### config.mk
export PLATFORM = sky130hd
export DESIGN_NAME = hsac_queue
export DESIGN_NICKNAME = d
export VERILOG_FILES = /design/src/design/hashed_set_assoc_hit_cache_macros.svh /design/src/design/hsac_pkg.sv /design/src/design/hsac_queue.sv
export SDC_FILE = /design/constraint.sdc
export NUM_CORES = 1
export LEC_CHECK = 0
export BUFFER_PORTS_ARGS = -buffer_cell sky130_fd_sc_hd__buf_2
export CAP_MARGIN = 20
export CORE_MARGIN = 5
export CORE_UTILIZATION = 44
export DETAILED_ROUTE_END_ITERATION = 6
export GPL_TIMING_DRIVEN = 0
export PLACE_DENSITY_LB_ADDON = 0.25
export SLEW_MARGIN = 20
export SYNTH_ARGS = -nofsm -noshare
export SYNTH_HDL_FRONTEND = slang
export SYNTH_SLANG_ARGS = --single-unit
### constraint.sdc
create_clock -name i_clk -period 1.5 [get_ports i_clk]
set_clock_uncertainty 0.05 [all_clocks]
set_input_delay 0.3 -clock i_clk [delete_from_list [all_inputs] [get_ports i_clk]]
set_output_delay 0.3 -clock i_clk [all_outputs]
set_load 0.1 [all_outputs]
### src/design/hashed_set_assoc_hit_cache_macros.svh
// ----------------------------------------------------------------------------
// Assertion macros for the hashed set-associative hit cache
// Implication forms on the block clock, disabled during reset.
// ----------------------------------------------------------------------------
`ifndef HASHED_SET_ASSOC_HIT_CACHE_MACROS_SVH
`define HASHED_SET_ASSOC_HIT_CACHE_MACROS_SVH

// same-cycle implication
`define HSAC_ASSERT_NOW(label, ante, cons, msg) \
    label: assert property (@(posedge i_clk) disable iff (!i_rst_n) \
        (ante) |-> (cons)) else $error(msg);

// next-cycle implication
`define HSAC_ASSERT_NEXT(label, ante, cons, msg) \
    label: assert property (@(posedge i_clk) disable iff (!i_rst_n) \
        (ante) |=> (cons)) else $error(msg);

`endif

### src/design/hsac_pkg.sv
// ----------------------------------------------------------------------------
// hsac_pkg
// Shared codes, request type and hash helper for the hit cache.
// ----------------------------------------------------------------------------
package hsac_pkg;

    localparam int KEY_W  = 64;
    localparam int HIT_W  = 32;
    localparam int SLOT_W = 4;

    localparam logic [2:0] CMD_LOOKUP     = 3'd0;
    localparam logic [2:0] CMD_LOOKUP_INS = 3'd1;
    localparam logic [2:0] CMD_UPD_EN     = 3'd2;
    localparam logic [2:0] CMD_UPD_DIS    = 3'd3;
    localparam logic [2:0] CMD_REMOVE     = 3'd4;
    localparam logic [2:0] CMD_CLEAR      = 3'd5;

    localparam logic [1:0] ST_FOUND   = 2'd0;
    localparam logic [1:0] ST_MISS    = 2'd1;
    localparam logic [1:0] ST_INVALID = 2'd2;

    localparam logic [1:0] K_ACCESS  = 2'd0;
    localparam logic [1:0] K_CLEAR   = 2'd1;
    localparam logic [1:0] K_INVALID = 2'd2;

    localparam logic [7:0] REG_CACHE_ON  = 8'd0;
    localparam logic [7:0] REG_HASH_SEED = 8'd1;

    localparam logic [31:0] HASH_INIT = 32'hdeadbeef + 32'd8;

    localparam logic [HIT_W-1:0] HIT_MAX = '1;

    typedef struct packed {
        logic [1:0]       kind;
        logic [1:0]       st;
        logic [2:0]       cmd;
        logic [KEY_W-1:0] key;
    } t_req;

    function automatic logic [31:0] rotl(input logic [31:0] x, input int r);
        return (x << r) | (x >> (32 - r));
    endfunction

endpackage

### src/design/hsac_queue.sv
// ----------------------------------------------------------------------------
// hsac_queue
// Two-entry FIFO between front and back end.
// ----------------------------------------------------------------------------
module hsac_queue
    import hsac_pkg::*;
#(
    parameter int W = 8
) (
    input  logic         i_clk,
    input  logic         i_rst_n,
    input  logic         i_valid,
    output logic         o_ready,
    input  logic [W-1:0] i_data,
    output logic         o_valid,
    input  logic         i_ready,
    output logic [W-1:0] o_data
);

    logic [W-1:0] r_mem [2];
    logic         r_wp, r_rp;
    logic [1:0]   r_cnt;
    logic         push, pop;

    assign o_ready = (r_cnt != 2'd2);
    assign o_valid = (r_cnt != 2'd0);
    assign push    = i_valid && o_ready;
    assign pop     = o_valid && i_ready;
    assign o_data  = r_mem[r_rp];

    always_ff @(posedge i_clk) begin
        if (!i_rst_n) begin
            r_wp  <= 1'b0;
            r_rp  <= 1'b0;
            r_cnt <= 2'd0;
        end else begin
            if (push) begin
                r_wp <= ~r_wp;
            end
            if (pop) begin
                r_rp <= ~r_rp;
            end
            case ({push, pop})
                2'b10:   r_cnt <= r_cnt + 2'd1;
                2'b01:   r_cnt <= r_cnt - 2'd1;
                default: r_cnt <= r_cnt;
            endcase
        end
    end

    always_ff @(posedge i_clk) begin
        if (push) begin
            r_mem[r_wp] <= i_data;
        end
    end

endmodule

==> results.sh <==
export IMPL_status="finished with violations"
export IMPL_violations="setup timing"
export IMPL_diodes=0
export IMPL_ctsRootBufferMaster="clkbuf_4"
export IMPL_rsz0062_at_grt="yes"
export IMPL_netlist_area_um2=802
export IMPL_tightest_slew_ns=0.401
export IMPL_final_common_cell="edfxtp_1"
export IMPL_fin_crit_sh=1.09
export IMPL_rows=15
export IMPL_synth_area_top_cells="edfxtp_1 (60%), dfxtp_1 (12%), mux2_2 (11%), xnor2_1 (2.2%), ha_1 (1.6%)"
export IMPL_drv_cap=0
export IMPL_r2r_start="r_cnt[0]"
export IMPL_track_usage=0.115
export IMPL_die_y_um=52.7
export IMPL_synth_area_per_cell_um2=16.0
export IMPL_rr_worst_depth=4
export IMPL_arrival_ns=1.28
export IMPL_final_layout_size_suffix_gt1_frac=0.584
export IMPL_cp_buffers_inverters=2
export IMPL_crit_chain="buf_8 > mux2_4 > buf_12"
export IMPL_r2r_slack_ns=0.06
export IMPL_syn_num_nets=63
export IMPL_hp_start="i_data[1]"
export IMPL_io_pins=22
export IMPL_fin_nets=91
export IMPL_hold_path_class="primary input to flip-flop"
export IMPL_core_area_um2=1730
export IMPL_synth_warnings=0
export IMPL_dp_hpwl_um=894
export IMPL_cts_path_max_buffers=2
export IMPL_grt_pass1_vias=502
export IMPL_start_util=0.464
export IMPL_drt_iter0_drc=5
export IMPL_totalWireLength_mm=1.40
export IMPL_crit_required_ns=1.15
export IMPL_synth_seq_cells=21
export IMPL_grt_pass1_wl_mm=2.25
export IMPL_die_w_um=52.7
export IMPL_setup_worst_path_start_class="flip-flop"
export IMPL_path_depth=3
export IMPL_crit_family="flip-flops"
export IMPL_fmax_mhz=614
export IMPL_finalSetupTns_ns=-0.985
export IMPL_synth_top_cell_by_area="edfxtp_1"
export IMPL_layout_common_cells="edfxtp_1 (16), buf_2 (11), buf_12 (9)"
export IMPL_synth_distinct_cells=19
export IMPL_viasPerCell=4.76
export IMPL_ys_seq_area_frac=0.724
export IMPL_cts_made_buffers=3
export IMPL_synth_top_area_share=0.599
export IMPL_area_growth_pct=50.4
export IMPL_clkLatencyLatePin_ns=0.29
export IMPL_syn_inst=50
export IMPL_dpl_instance_area_um2=967
export IMPL_num_vias=486
export IMPL_setup_slack_ns=-0.129
export IMPL_wl_per_cell_um=13.7
export IMPL_worstSetupEndpointType="primary output"
export IMPL_cts_num_sinks=21
export IMPL_cts_tree="built"
export IMPL_fin_util=0.699
export IMPL_portBuffers=21
export IMPL_place_ws_ns=0.00399
export IMPL_h_tree_depth=1
export IMPL_slowest_delay_ns=0.35
export IMPL_drcViolationCount=0
export IMPL_endpoint="o_data[3]"
export IMPL_antenna_found_initial=0
export IMPL_clk_pin_slew_ns=0.11
export IMPL_grt_overflow=0
export IMPL_slew_headroom=0.733
export IMPL_drtPass1Iterations=2
export IMPL_drtAntennaViolNets=0
export IMPL_grt_max_degree=13
export IMPL_gp_congestion=0.727
export IMPL_slew_violations=0
export IMPL_cp_max_fo=8
export IMPL_worst_r2r_endpoint="r_cnt[1]"
export IMPL_final_area_um2=1210
export IMPL_crit_slowest_cell="dfxtp_2"
export IMPL_fin_crit_ns=1.63
export IMPL_worstSetupPathType="flip-flop to primary output"
export IMPL_dieArea_um2=2780
export IMPL_hold_viol_final=0
export IMPL_setup_violations_final=8
## kinds of logic after synthesis
| group | after synthesis | synth area share |
|---|---|---|
| compound gates | 5 | 0.0406 |
| flops | 21 | 0.724 |
| simple gates | 9 | 0.0593 |
| mux | 8 | 0.112 |
| xor+xnor | 3 | 0.0328 |
| buf+inv | 3 | 0.0156 |
| fa+ha+maj | 1 | 0.0156 |
## metrics by stage
| stage | std cells | hold slack [ns] |
|---|---|---|
| floorplan | 50 | 0.349 |
| global placement | 96 | 0.437 |
| detailed placement | 96 | 0.443 |
| CTS | 102 | 0.127 |
| global route | 102 | 0.111 |
| finish | 102 | 0.137 |
## worst min path at each step
stage	end	slack [ns]	cells past startpoint
3_3_place_gp	r_mem[0][6]	0.44	1
6_report	r_mem[1][1]	0.14	1
2_1_floorplan	r_mem[0][0]	0.35	0
3_5_place_dp	r_mem[1][1]	0.44	1
5_1_grt	r_mem[1][6]	0.11	1
4_1_cts	r_mem[1][1]	0.13	1
## area by class of cell
class	count	area [um^2]
buffer	1	15.0
clock buffer	3	22.5
clock inverter	1	5.00
fill	134	520
inverter	2	7.51
multi-input combinational	26	277
sequential	21	587
tap	25	31.3
timing repair buffer	23	262
## routing by layer
metal  GRT usage  wire [um]
met2       0.205        811
met5           0          0
met4      0.0511          0
met3      0.0285         76
met1       0.128        509
## synthesized netlist by cell type
master,n
edfxtp_1,16
mux2_2,8
dfxtp_1,5
nor2_1,3
a21oi_1,2
inv_1,2
xnor2_1,2
a21bo_2,1
and3_1,1
buf_2,1
ha_1,1
nand2_1,1
nand2b_1,1
nand3b_1,1
o21a_1,1
o21ai_0,1
or2_2,1
or3_1,1
xor2_1,1
## registers in the layout, summed over array words and instances (netlist names), named ones only
name,flops
r_cnt,2
r_mem,16
r_rp,1
r_wp,1
## timing repair
item | 4_1_cts | 5_1_grt
endpoints found under the setup margin | 10 | 9
gates resized for setup | 53 | 1
pin swaps | 0 | 3
hold buffers | 0 | 0
setup buffers | 2 | 0
Power is left out: the tool's default activity adds up to more than one toggle a clock period on the data nets, which glitch-free logic cannot reach.
