--- src/design/hashed_set_assoc_hit_cache_macros.svh ---
// ----------------------------------------------------------------------------
// Assertion macros for the hashed set-associative hit cache
// Implication forms on the block clock, disabled during reset.
// ----------------------------------------------------------------------------
`ifndef HASHED_SET_ASSOC_HIT_CACHE_MACROS_SVH
`define HASHED_SET_ASSOC_HIT_CACHE_MACROS_SVH

// same-cycle implication
`define HSAC_ASSERT_NOW(label, ante, cons, msg) \
    label: assert property (@(posedge i_clk) disable iff (!i_rst_n) \
        (ante) |-> (cons)) else $error(msg);

// next-cycle implication
`define HSAC_ASSERT_NEXT(label, ante, cons, msg) \
    label: assert property (@(posedge i_clk) disable iff (!i_rst_n) \
        (ante) |=> (cons)) else $error(msg);

`endif

--- src/design/hsac_pkg.sv ---
// ----------------------------------------------------------------------------
// hsac_pkg
// Shared codes, request type and hash helper for the hit cache.
// ----------------------------------------------------------------------------
package hsac_pkg;

    localparam int KEY_W  = 64;
    localparam int HIT_W  = 32;
    localparam int SLOT_W = 4;

    localparam logic [2:0] CMD_LOOKUP     = 3'd0;
    localparam logic [2:0] CMD_LOOKUP_INS = 3'd1;
    localparam logic [2:0] CMD_UPD_EN     = 3'd2;
    localparam logic [2:0] CMD_UPD_DIS    = 3'd3;
    localparam logic [2:0] CMD_REMOVE     = 3'd4;
    localparam logic [2:0] CMD_CLEAR      = 3'd5;

    localparam logic [1:0] ST_FOUND   = 2'd0;
    localparam logic [1:0] ST_MISS    = 2'd1;
    localparam logic [1:0] ST_INVALID = 2'd2;

    localparam logic [1:0] K_ACCESS  = 2'd0;
    localparam logic [1:0] K_CLEAR   = 2'd1;
    localparam logic [1:0] K_INVALID = 2'd2;

    localparam logic [7:0] REG_CACHE_ON  = 8'd0;
    localparam logic [7:0] REG_HASH_SEED = 8'd1;

    localparam logic [31:0] HASH_INIT = 32'hdeadbeef + 32'd8;

    localparam logic [HIT_W-1:0] HIT_MAX = '1;

    typedef struct packed {
        logic [1:0]       kind;
        logic [1:0]       st;
        logic [2:0]       cmd;
        logic [KEY_W-1:0] key;
    } t_req;

    function automatic logic [31:0] rotl(input logic [31:0] x, input int r);
        return (x << r) | (x >> (32 - r));
    endfunction

endpackage

--- src/design/hsac_front.sv ---
// ----------------------------------------------------------------------------
// hsac_front
// Two-stage front end: classifies each item and computes its bucket hash.
// ----------------------------------------------------------------------------
module hsac_front
    import hsac_pkg::*;
#(
    parameter int BUCKET_BITS = 14
) (
    input  logic                   i_clk,
    input  logic                   i_rst_n,
    input  logic                   i_valid,
    output logic                   o_ready,
    input  logic [2:0]             i_command,
    input  logic [KEY_W-1:0]       i_key_address,
    input  logic                   i_cache_on,
    input  logic [31:0]            i_hash_seed,
    output logic                   o_req_valid,
    input  logic                   i_req_ready,
    output t_req                   o_req,
    output logic [BUCKET_BITS-1:0] o_bkt
);

    logic       r_s1_v, r_s2_v;
    t_req       r_s1_req, r_s2_req;
    logic [31:0] r_s1_a, r_s1_b, r_s1_c;
    logic [BUCKET_BITS-1:0] r_s2_bkt;

    logic        s1_go, s2_go;
    logic [31:0] a0, b0, c0, c1, a1, b1;
    logic [31:0] c2, a2, b2, c3;
    t_req        n_req;

    assign s2_go   = !r_s2_v || i_req_ready;
    assign s1_go   = !r_s1_v || s2_go;
    assign o_ready = s1_go;

    // first three mixing rounds
    always_comb begin
        c0 = HASH_INIT + i_hash_seed;
        a0 = c0 + i_key_address[31:0];
        b0 = c0 + i_key_address[63:32];
        c1 = (c0 ^ b0) - rotl(b0, 14);
        a1 = (a0 ^ c1) - rotl(c1, 11);
        b1 = (b0 ^ a1) - rotl(a1, 25);
    end

    // remaining rounds
    always_comb begin
        c2 = (r_s1_c ^ r_s1_b) - rotl(r_s1_b, 16);
        a2 = (r_s1_a ^ c2) - rotl(c2, 4);
        b2 = (r_s1_b ^ a2) - rotl(a2, 14);
        c3 = (c2 ^ b2) - rotl(b2, 24);
    end

    always_comb begin
        n_req.cmd = i_command;
        n_req.key = i_key_address;
        if (i_command == CMD_CLEAR) begin
            n_req.kind = K_CLEAR;
            n_req.st   = i_cache_on ? ST_FOUND : ST_INVALID;
        end else if (!i_cache_on || i_command > CMD_CLEAR || i_key_address == '0) begin
            n_req.kind = K_INVALID;
            n_req.st   = ST_INVALID;
        end else begin
            n_req.kind = K_ACCESS;
            n_req.st   = ST_FOUND;
        end
    end

    always_ff @(posedge i_clk) begin
        if (!i_rst_n) begin
            r_s1_v <= 1'b0;
            r_s2_v <= 1'b0;
        end else begin
            if (s1_go) begin
                r_s1_v <= i_valid;
            end
            if (s2_go) begin
                r_s2_v <= r_s1_v;
            end
        end
    end

    always_ff @(posedge i_clk) begin
        if (s1_go) begin
            r_s1_req <= n_req;
            r_s1_a   <= a1;
            r_s1_b   <= b1;
            r_s1_c   <= c1;
        end
        if (s2_go) begin
            r_s2_req <= r_s1_req;
            r_s2_bkt <= c3[BUCKET_BITS-1:0];
        end
    end

    assign o_req_valid = r_s2_v;
    assign o_req       = r_s2_req;
    assign o_bkt       = r_s2_bkt;

endmodule

--- config.mk ---
export PLATFORM = sky130hd
export DESIGN_NAME = hsac_front
export DESIGN_NICKNAME = d
export VERILOG_FILES = /design/src/design/hashed_set_assoc_hit_cache_macros.svh /design/src/design/hsac_pkg.sv /design/src/design/hsac_front.sv
export SDC_FILE = /design/constraint.sdc
export NUM_CORES = 1
export LEC_CHECK = 0
export BUFFER_PORTS_ARGS = -buffer_cell sky130_fd_sc_hd__buf_2
export CAP_MARGIN = 20
export CORE_UTILIZATION = 50
export DETAILED_ROUTE_END_ITERATION = 6
export PLACE_DENSITY = 0.74
export SETUP_SLACK_MARGIN = 0.05
export SYNTH_ARGS = -nofsm -noshare
export SYNTH_HDL_FRONTEND = slang
export SYNTH_SLANG_ARGS = --single-unit
--- constraint.sdc ---
create_clock -name i_clk -period 18.79 [get_ports i_clk]
set_input_delay 3.758 -clock i_clk [delete_from_list [all_inputs] [get_ports i_clk]]
set_output_delay 3.758 -clock i_clk [all_outputs]
set_load 0.05 [all_outputs]
==> results of run 1 <==
## layer usage
metal / track usage, % / vias up
met3: 6.40 / 137
met2: 50.8 / 807
met5: 0 / -
met4: 9.66 / 0
met1: 46.1 / 8972
li1: - / 8771
## sequential cells by signal, indices dropped and copies added (netlist names)
name,cells
r_s1_req,70
r_s1_a,32
r_s1_v,1
o_req,70
r_s1_b,32
r_s1_c,32
o_bkt,14
o_req_valid,1
## cell type report
cell class,count,share of cell area (%)
diodes,3,0.0301
clock buffers,34,2.90
clock inverters,15,0.753
inverters,212,3.20
multi-input cells,1831,55.9
flip-flops and latches,252,30.3
well taps,592,2.97
repair buffers,195,3.95
## per-stage QoR
step	cells	util (%)	hold slack [ns]
2_1_floorplan	2309	-	0.400
3_3_place_gp	3080	54.4	0.401
4_1_cts	3130	56.5	0.419
3_5_place_dp	3081	54.4	0.405
5_1_grt	3131	56.5	0.420
6_report	3134	56.5	0.414
## worst max path at each step
stage	startpoint	to	slack, ns	cells past startpoint
2_1_floorplan	i_hash_seed[0]	r_s1_b[31]	3.99	60
3_3_place_gp	i_hash_seed[0]	r_s1_b[31]	1.98	60
3_5_place_dp	i_hash_seed[0]	r_s1_b[29]	1.56	60
4_1_cts	i_hash_seed[0]	r_s1_b[31]	2.13	60
5_1_grt	i_hash_seed[0]	r_s1_b[31]	0.53	60
6_report	i_hash_seed[0]	r_s1_b[29]	1.82	60
## logic make-up (layout without fill, tap and decap cells)
family | count (synthesis) | after routing
muxes | 1 | 1
and+or+nand+nor | 505 | 505
buffers and inverters | 226 | 456
AOI/OAI and AO/OA | 607 | 607
DFF | 252 | 252
xor gates and xnor gates | 455 | 455
other | 1 | 4
adders and majority gates | 262 | 262
## cells in the final DEF, fill, tap and decap left out, types with 27 or more instances in the layout
| cell type | n |
|---|---|
| a21o_1 | 89 |
| nand2_1 | 93 |
| buf_2 | 190 |
| inv_1 | 210 |
| a21oi_1 | 188 |
| o21a_1 | 36 |
| nor2b_1 | 35 |
| xnor2_1 | 274 |
| edfxtp_1 | 250 |
| clkbuf_16 | 27 |
| o21bai_1 | 29 |
| nand2b_1 | 49 |
| xor2_1 | 172 |
| ha_1 | 253 |
| nor2_1 | 131 |
| o21ai_0 | 102 |
| nor3_1 | 39 |
| nand3_1 | 37 |
==> impl_metrics.py, run 1 <==
metrics = {
    "cts": {
        "post_cts.repair.setup_buffers": 0,
        "clock_latency_ns": 0.59,
        "h-tree-depth": 1,
        "clock-root-buffer": "clkbuf_16",
        "cts_resized": 0,
        "clock_path_buffers": 3,
        "postCtsHoldBufs": 0,
        "cts_tree": "built",
        "clkSinkCount": 252,
        "numCtsBuffers": 27,
        "clkSlewWorstSetupHoldPaths_ns": 0.07,
    },
    "placed_design": {
        "port_buffers": 189,
        "post-place-ws_ns": 1.56,
        "placedInstanceArea_um2": 24000,
        "globalplace.congestion": 1.04,
        "hpwl_um": 62100,
    },
    "sta": {
        "fin_ws_ns": 1.82,
        "rsz0062_at_grt": "no",
        "hold_viol": 0,
        "drv_slew": 0,
        "tightestPinTransition_ns": 1.18,
        "setup_tns_ns": 0,
        "clock_skew_ns": 0.0214,
        "fmax_mhz": 58.9,
        "period_needed_ns": 16.97,
        "setup_viol": 0,
        "fin_crit_sh_pct": 90.3,
        "maxSlewHeadroom_pct": 20.9,
    },
    "grt": {
        "grt_pass1_vias": 17600,
        "grt_max_degree": 82,
        "grtUsageTotal_pct": 32.7,
        "grt_pass1_wl_um": 109000,
        "antenna_found_initial": 1,
        "grt-ovfl-total": 0,
    },
    "worst_setup_path": {
        "cp.arrival_ns": 17.29,
        "cp_top_family": "compound AO/OA/AOI/OAI gates",
        "cp-start-kind": "input pin",
        "r2r_end": "o_bkt[13]",
        "slowest_stage": "a2111oi_0",
        "rr_startpoint": "r_s1_b[0]",
        "cp_data_required_time_ns": 19.11,
        "end_kind": "register",
        "path_class": "input pin to register",
        "cp_max_fo": 8,
        "crit_top_cell": "o21ai_0",
        "ff2ff_setup_slack_ns": 7.23,
        "worst-r2r-cell-count": 53,
        "max_stage_delay_ns": 0.50,
        "critPathBufInv": 5,
    },
    "routing": {
        "vias": 18700,
        "top_layer_used": "met4",
        "avgRoutedWirePerCell_um": 23.7,
        "remaining_drc_errors": 0,
        "postRouteAntennaNets": 0,
        "route.met2.wl_um": 32500,
        "drtIter0Drc": 1886,
        "drt-met1-wl_um": 32700,
        "drt_first_pass_iters": 6,
        "wl_met3_um": 6730,
        "avgViaCountPerCell": 5.96,
        "drt-total-wl_um": 74200,
    },
    "synth": {
        "ys_ff_latch": 252,
        "yosys.area_share.xor_xnor_pct": 18.4,
        "syn_nets": 2675,
        "synth_common_cells": "xnor2_1, ha_1, edfxtp_1, inv_1, a21oi_1",
        "ys_top_cells_by_area": "edfxtp_1, ha_1, xnor2_1",
        "synth-edff-count": 250,
        "avgSynthCellArea_um2": 9.67,
        "yosys.area.top_type_share_pct": 33.6,
        "synth_ff_type": "edfxtp_1",
        "synthArstFlopShare_pct": 0,
        "synth_area_um2": 22300,
        "synth-seq-area-share_pct": 33.8,
        "synth_cell_type_count": 78,
        "synthAdderAreaFrac_pct": 15.0,
        "synthMuxAreaShare_pct": 0.0448,
        "synth-simple-area-share_pct": 11.3,
        "post-synth-top-count-cell": "xnor2_1",
        "yosys_warnings": 0,
        "synth_compound_area_share_pct": 17.7,
        "synth_top_family_by_area": "XOR/XNOR gates",
        "yosysTopAreaCell": "edfxtp_1",
        "synthCells": 2309,
    },
    "floorplan": {
        "die_h_um": 213,
        "dieArea_um2": 45500,
        "fp.coreArea_um2": 44100,
        "die_w_um": 213,
        "io_pins": 191,
        "rows": 77,
        "start_util_pct": 50.6,
    },
    "finish": {
        "fillCellCount": 3940,
        "nets": 2885,
        "multi_input_area_um2": 13900,
        "drive_above_1_share_pct": 10.5,
        "finish.instance_area_um2": 24900,
        "area_delta_synth_final_pct": 11.6,
        "layout.area.seq_um2": 7550,
    },
    "hold_path": {
        "min_to": "o_req[12]",
        "min_from": "r_s1_req[12]",
        "min_path_cells": 0,
        "hold_path_class": "register to register",
    },
    "run_status": {
        "status": "finished, final reports clean",
    },
    "job": {
        "cap_viol_max_count": 0,
    },
}
Power of run 1 is left out: the tool's default activity adds up to more than one toggle a clock period on the data nets, which glitch-free logic cannot reach.
==> run 2: changes to the inputs <==
--- a/config.mk
+++ b/config.mk
@@ -9,7 +9,7 @@
 export CAP_MARGIN = 20
 export CORE_UTILIZATION = 50
 export DETAILED_ROUTE_END_ITERATION = 6
-export PLACE_DENSITY = 0.74
+export PLACE_DENSITY = 0.69
 export SETUP_SLACK_MARGIN = 0.05
 export SYNTH_ARGS = -nofsm -noshare
 export SYNTH_HDL_FRONTEND = slang
==> run 2 against run 1 <==
Compared with the run above:
- the flow now finishes with violations (design-rule violations)
- setup slack lost 0.15 ns
- sequential cell count is the same
- register-to-register slack gained 0.02 ns
==> impl_metrics.py, run 2 (synthesized netlist as in run 1, its figures left out) <==
metrics = {
    "floorplan": {
        "fp.coreArea_um2": 44100,
        "io_pins": 191,
        "rows": 77,
        "die_w_um": 213,
        "dieArea_um2": 45500,
        "start_util_pct": 50.6,
        "die_h_um": 213,
    },
    "cts": {
        "clock_path_buffers": 3,
        "h-tree-depth": 1,
        "post_cts.repair.setup_buffers": 0,
        "cts_tree": "built",
        "postCtsHoldBufs": 0,
        "clkSlewWorstSetupHoldPaths_ns": 0.06,
        "clock-root-buffer": "clkbuf_16",
        "clkSinkCount": 252,
        "numCtsBuffers": 28,
        "cts_resized": 0,
        "clock_latency_ns": 0.58,
    },
    "worst_setup_path": {
        "critPathBufInv": 5,
        "worst-r2r-cell-count": 49,
        "path_class": "input pin to register",
        "max_stage_delay_ns": 0.50,
        "cp_data_required_time_ns": 19.10,
        "end_kind": "register",
        "cp_top_family": "compound AO/OA/AOI/OAI gates",
        "crit_top_cell": "o21ai_0",
        "cp.depth": 60,
        "cp-start-kind": "input pin",
        "cp.arrival_ns": 17.44,
        "cp_max_fo": 8,
        "slowest_stage": "a2111oi_0",
    },
    "finish": {
        "fin_util_pct": 56.4,
        "layout.area.seq_um2": 7550,
        "nets": 2887,
        "mostFrequentLayoutCells": "xnor2_1, ha_1, edfxtp_1",
        "layout_commonest_cell": "xnor2_1",
        "drive_above_1_share_pct": 10.5,
        "antenna_cells": 0,
        "area_delta_synth_final_pct": 11.5,
        "finish.instance_area_um2": 24900,
        "multi_input_area_um2": 13900,
        "fillCellCount": 3979,
    },
    "sta": {
        "hold_viol": 0,
        "tightestPinTransition_ns": 1.15,
        "period_needed_ns": 17.13,
        "maxSlewHeadroom_pct": 22.3,
        "fin_crit_sh_pct": 91.1,
        "setup_viol": 0,
        "setup_tns_ns": 0,
        "clock_skew_ns": 0.0350,
        "drv_slew": 0,
        "fin_ws_ns": 1.66,
        "fmax_mhz": 58.4,
        "rsz0062_at_grt": "no",
    },
    "routing": {
        "avgRoutedWirePerCell_um": 24.2,
        "drtIter0Drc": 1906,
        "postRouteAntennaNets": 0,
        "vias": 18600,
        "avgViaCountPerCell": 5.93,
        "drt-total-wl_um": 75700,
        "drt_first_pass_iters": 7,
        "remaining_drc_errors": 10,
    },
    "placed_design": {
        "placedInstanceArea_um2": 24000,
        "post-place-ws_ns": 1.61,
        "port_buffers": 189,
        "hpwl_um": 63300,
        "globalplace.congestion": 1.02,
    },
    "hold_path": {
        "min_path_cells": 0,
        "hold_path_class": "register to register",
    },
    "grt": {
        "grt_pass1_vias": 17600,
        "grtUsageTotal_pct": 33.1,
        "grt_max_degree": 85,
        "grt-ovfl-total": 0,
        "antenna_found_initial": 1,
        "grt_pass1_wl_um": 110000,
    },
    "job": {
        "cap_viol_max_count": 0,
    },
    "run_status": {
        "violations": "design-rule violations",
        "status": "finished with violations",
    },
}
[run 2: cell types whose count changed in the layout (fill, tap and decap cells not counted), moves of 2 or more]
| cell | delta |
|---|---|
| diode_2 | -3 |
| clkinv_2 | +4 |
| buf_4 | +3 |
| clkinvlp_4 | -5 |
| clkinv_1 | +3 |
| clkbuf_8 | -2 |
| clkbuf_1 | -2 |
[run 2: area by class of cell]
| cell class | count | area share (%) |
|---|---|---|
| Timing Repair Buffer | 196 | 4.01 |
| Tap cell | 592 | 2.97 |
| Clock inverter | 17 | 0.628 |
| Sequential cell | 252 | 30.3 |
| Multi-Input combinational cell | 1831 | 56.0 |
| Clock buffer | 31 | 2.86 |
| Inverter | 212 | 3.20 |
[run 2: worst paths after layout]
kind / from / endpoint / slack, ns
setup / recovery: i_hash_seed[0] / r_s1_b[31] / 1.66
hold / removal: r_s1_req[11] / o_req[11] / 0.42
setup reg to reg: r_s1_b[1] / o_bkt[13] / 7.25
hold reg to reg: r_s1_req[11] / o_req[11] / 0.42
[run 2: worst register-to-register path, delay by kind of cell, from the launching register on]
| family | cells | cell delay [ns] |
|---|---|---|
| compound gates | 26 | 6.08 |
| xor+xnor | 7 | 1.88 |
| simple gates | 10 | 1.30 |
| fa+ha+maj | 4 | 1.18 |
| flops | 1 | 0.55 |
| buf+inv | 2 | 0.28 |
[run 2: per-stage QoR]
| step | hold WS (ns) | std cells |
|---|---|---|
| final | 0.417 | 3131 |
| after global routing | 0.421 | 3131 |
| after CTS | 0.416 | 3131 |
| after detailed placement | 0.405 | 3083 |
| after global placement | 0.401 | 3083 |
| after floorplan | 0.400 | 2309 |
[run 2: layer usage]
| layer | track usage [%] | share of wire (%) | vias up |
|---|---|---|---|
| li1 | - | - | 8748 |
| met1 | 46.9 | 45 | 8938 |
| met2 | 51.6 | 44 | 744 |
| met3 | 4.77 | 7.9 | 151 |
| met4 | 11.6 | 3.8 | 0 |
| met5 | 0 | 0 | - |
Power of run 2 is left out for the same reason.
==> run 3: changes to the inputs <==
--- a/config.mk
+++ b/config.mk
@@ -5,11 +5,12 @@
 export SDC_FILE = /design/constraint.sdc
 export NUM_CORES = 1
 export LEC_CHECK = 0
+export ABC_AREA = 1
 export BUFFER_PORTS_ARGS = -buffer_cell sky130_fd_sc_hd__buf_2
 export CAP_MARGIN = 20
 export CORE_UTILIZATION = 50
 export DETAILED_ROUTE_END_ITERATION = 6
-export PLACE_DENSITY = 0.69
+export PLACE_DENSITY = 0.68
 export SETUP_SLACK_MARGIN = 0.05
 export SYNTH_ARGS = -nofsm -noshare
 export SYNTH_HDL_FRONTEND = slang
==> constraint.sdc (replaced) <==
create_clock -name i_clk -period 18.79 [get_ports i_clk]
set_input_delay 3.758 -clock i_clk [delete_from_list [all_inputs] [get_ports i_clk]]
set_output_delay 3.758 -clock i_clk [all_outputs]
set_load 0.1 [all_outputs]
==> run 3 against run 2 <==
Compared with the run above:
- first-iteration DRC count rose by 30%
- non-clock buffer count rose by 3
- largest cell class unchanged
- the run now ends clean
- global-route usage rose by 4.9 points
- cell count rose by 31%
- clock-buffer cell count did not move
- critical path depth fell by 1
- critical path type unchanged
- highest routed layer is now met5
- synthesized cell count rose by 37%
==> impl_metrics.py, run 3 <==
metrics = {
    "cts": {
        "cts_resized": 0,
        "cts_tree": "built",
        "clock-root-buffer": "clkbuf_16",
        "clkSlewWorstSetupHoldPaths_ns": 0.07,
        "h-tree-depth": 1,
        "postCtsHoldBufs": 0,
        "post_cts.repair.setup_buffers": 0,
        "clock_latency_ns": 0.60,
        "clock_path_buffers": 3,
        "numCtsBuffers": 28,
        "clkSinkCount": 252,
    },
    "floorplan": {
        "die_h_um": 224,
        "dieArea_um2": 50200,
        "io_pins": 191,
        "die_w_um": 224,
        "fp.coreArea_um2": 48800,
        "start_util_pct": 50.5,
        "rows": 81,
    },
    "placed_design": {
        "port_buffers": 189,
        "globalplace.congestion": 1.06,
        "post-place-ws_ns": 3.79,
        "hpwl_um": 83100,
    },
    "grt": {
        "top_usage_layer": "met2",
        "grtUsageTotal_pct": 38.0,
        "grt-ovfl-total": 0,
        "use_met3_pct": 5.54,
        "use_met2_pct": 59.2,
        "grt_pass1_vias": 22300,
        "grt_pass1_wl_um": 141000,
        "grt_max_degree": 86,
        "grt.met1_usage_pct": 50.9,
        "antenna_found_initial": 3,
    },
    "synth": {
        "synthArstFlopShare_pct": 0,
        "yosysTopAreaCell": "edfxtp_1",
        "synth_common_cells": "nand2_1, inv_1, a21oi_1, xor2_1, ha_1",
        "synth_ff_type": "edfxtp_1",
        "syn_nets": 3540,
        "synthAdderAreaFrac_pct": 13.6,
        "yosys.area.top_type_share_pct": 30.4,
        "avgSynthCellArea_um2": 7.77,
        "synthCells": 3174,
        "synthMuxAreaShare_pct": 0,
        "synth_compound_area_share_pct": 10.8,
        "synth_area_um2": 24700,
        "synth-simple-area-share_pct": 23.6,
        "post-synth-top-count-cell": "nand2_1",
        "yosys.area_share.xor_xnor_pct": 14.6,
        "synth-seq-area-share_pct": 30.6,
        "synth_top_family_by_area": "simple AND/OR/NAND/NOR gates",
        "synth_cell_type_count": 57,
        "yosys_warnings": 0,
        "ys_top_cells_by_area": "edfxtp_1, ha_1, nand2_1",
        "ys_ff_latch": 252,
        "synth-edff-count": 250,
    },
    "sta": {
        "setup_tns_ns": 0,
        "hold_viol": 0,
        "period_needed_ns": 14.98,
        "hold_slack_ns": 0.417,
        "fin_ws_ns": 3.81,
        "maxSlewHeadroom_pct": 25.4,
        "fmax_mhz": 66.8,
        "drv_slew": 0,
        "rsz0062_at_grt": "no",
        "fin_crit_sh_pct": 79.7,
        "setup_viol": 0,
        "clock_skew_ns": 0.0373,
        "tightestPinTransition_ns": 1.11,
    },
    "job": {
        "cap_viol_max_count": 0,
    },
    "finish": {
        "layout.area.seq_um2": 7550,
        "layout_commonest_cell": "nand2_1",
        "drive_above_1_share_pct": 10.6,
        "multi_input_area_um2": 15500,
        "mostFrequentLayoutCells": "nand2_1, inv_1, a21oi_1",
        "nets": 3766,
        "fin_util_pct": 56.3,
        "fillCellCount": 4678,
        "area_delta_synth_final_pct": 11.5,
    },
    "worst_setup_path": {
        "cp-start-kind": "input pin",
        "cp_max_fo": 6,
        "slowest_stage": "xor2_1",
        "max_stage_delay_ns": 0.72,
        "cp.arrival_ns": 15.31,
        "ff2ff_setup_slack_ns": 8.88,
        "end_kind": "register",
        "rr_startpoint": "r_s1_b[16]",
        "path_class": "input pin to register",
        "cp_data_required_time_ns": 19.12,
        "crit_top_cell": "nand2_1",
        "r2r_end": "o_bkt[13]",
        "worst-r2r-cell-count": 44,
    },
    "routing": {
        "drtIter0Drc": 2486,
        "vias": 23800,
        "drt-total-wl_um": 97200,
        "drt_first_pass_iters": 7,
        "remaining_drc_errors": 0,
        "avgRoutedWirePerCell_um": 23.8,
        "avgViaCountPerCell": 5.81,
        "postRouteAntennaNets": 0,
    },
    "hold_path": {
        "min_path_cells": 0,
        "hold_path_class": "register to register",
        "min_from": "r_s1_req[58]",
        "min_to": "o_req[58]",
    },
    "run_status": {
        "status": "finished, final reports clean",
    },
}
==> run 3: changes by cell type after synthesis, moves of 35 or more <==
| cell | change |
|---|---|
| nand3_1 | +131 |
| nand2_2 | +46 |
| nand2_1 | +681 |
| inv_1 | +212 |
| xnor2_1 | -124 |
| a21o_1 | -75 |
| xor2_1 | +84 |
| nand2b_1 | -49 |
| a21oi_1 | +76 |
| nor2b_1 | -35 |
| nor2_1 | +35 |
==> run 3: cell type report <==
type / instances / area share, %
Clock inverter: 21 / 0.865
Clock buffer: 31 / 2.59
Inverter: 439 / 5.99
Sequential cell: 252 / 27.5
Multi-Input combinational cell: 2480 / 56.3
Tap cell: 664 / 3.02
Antenna cell: 1 / 0.00910
Timing Repair Buffer: 199 / 3.79
==> run 3: routing by layer <==
metal	share of wire, %	routed length (µm)
met3	9.1	8850
met1	42	40500
met2	43	42000
met4	6.0	5790
met5	0.010	10
==> run 3: kinds of logic (layout without fill, tap and decap cells) <==
logic type | count (synthesis) | count (layout)
XOR/XNOR | 409 | 409
flip-flops | 252 | 252
buffers and inverters | 442 | 690
AO/OA/AOI/OAI | 482 | 482
AND/OR/NAND/NOR | 1326 | 1326
other | 1 | 2
adder cells (fa/ha/maj) | 262 | 262
==> run 3: worst max-delay path by stage <==
stage / end / from
final: r_s1_b[26] / i_hash_seed[0]
after global routing: r_s1_b[26] / i_hash_seed[0]
after CTS: r_s1_b[26] / i_hash_seed[0]
after detailed placement: r_s1_b[26] / i_hash_seed[0]
after global placement: r_s1_b[22] / i_hash_seed[0]
after floorplan: o_ready / i_req_ready
==> run 3: metrics by stage <==
step / instance area, µm² / std cells
floorplan: 24700 / 3174
global placement: 26500 / 4033
detailed placement: 26500 / 4033
CTS: 27500 / 4085
global route: 27500 / 4086
finish: 27500 / 4087
==> run 3: critical path, delay by kind of cell <==
family,cells,cell delay [ns]
AO/OA/AOI/OAI,13,3.02
XOR/XNOR,4,1.95
buffers and inverters,4,0.45
adder cells (fa/ha/maj),6,2.32
AND/OR/NAND/NOR,32,3.79
Power of run 3 is left out for the same reason.
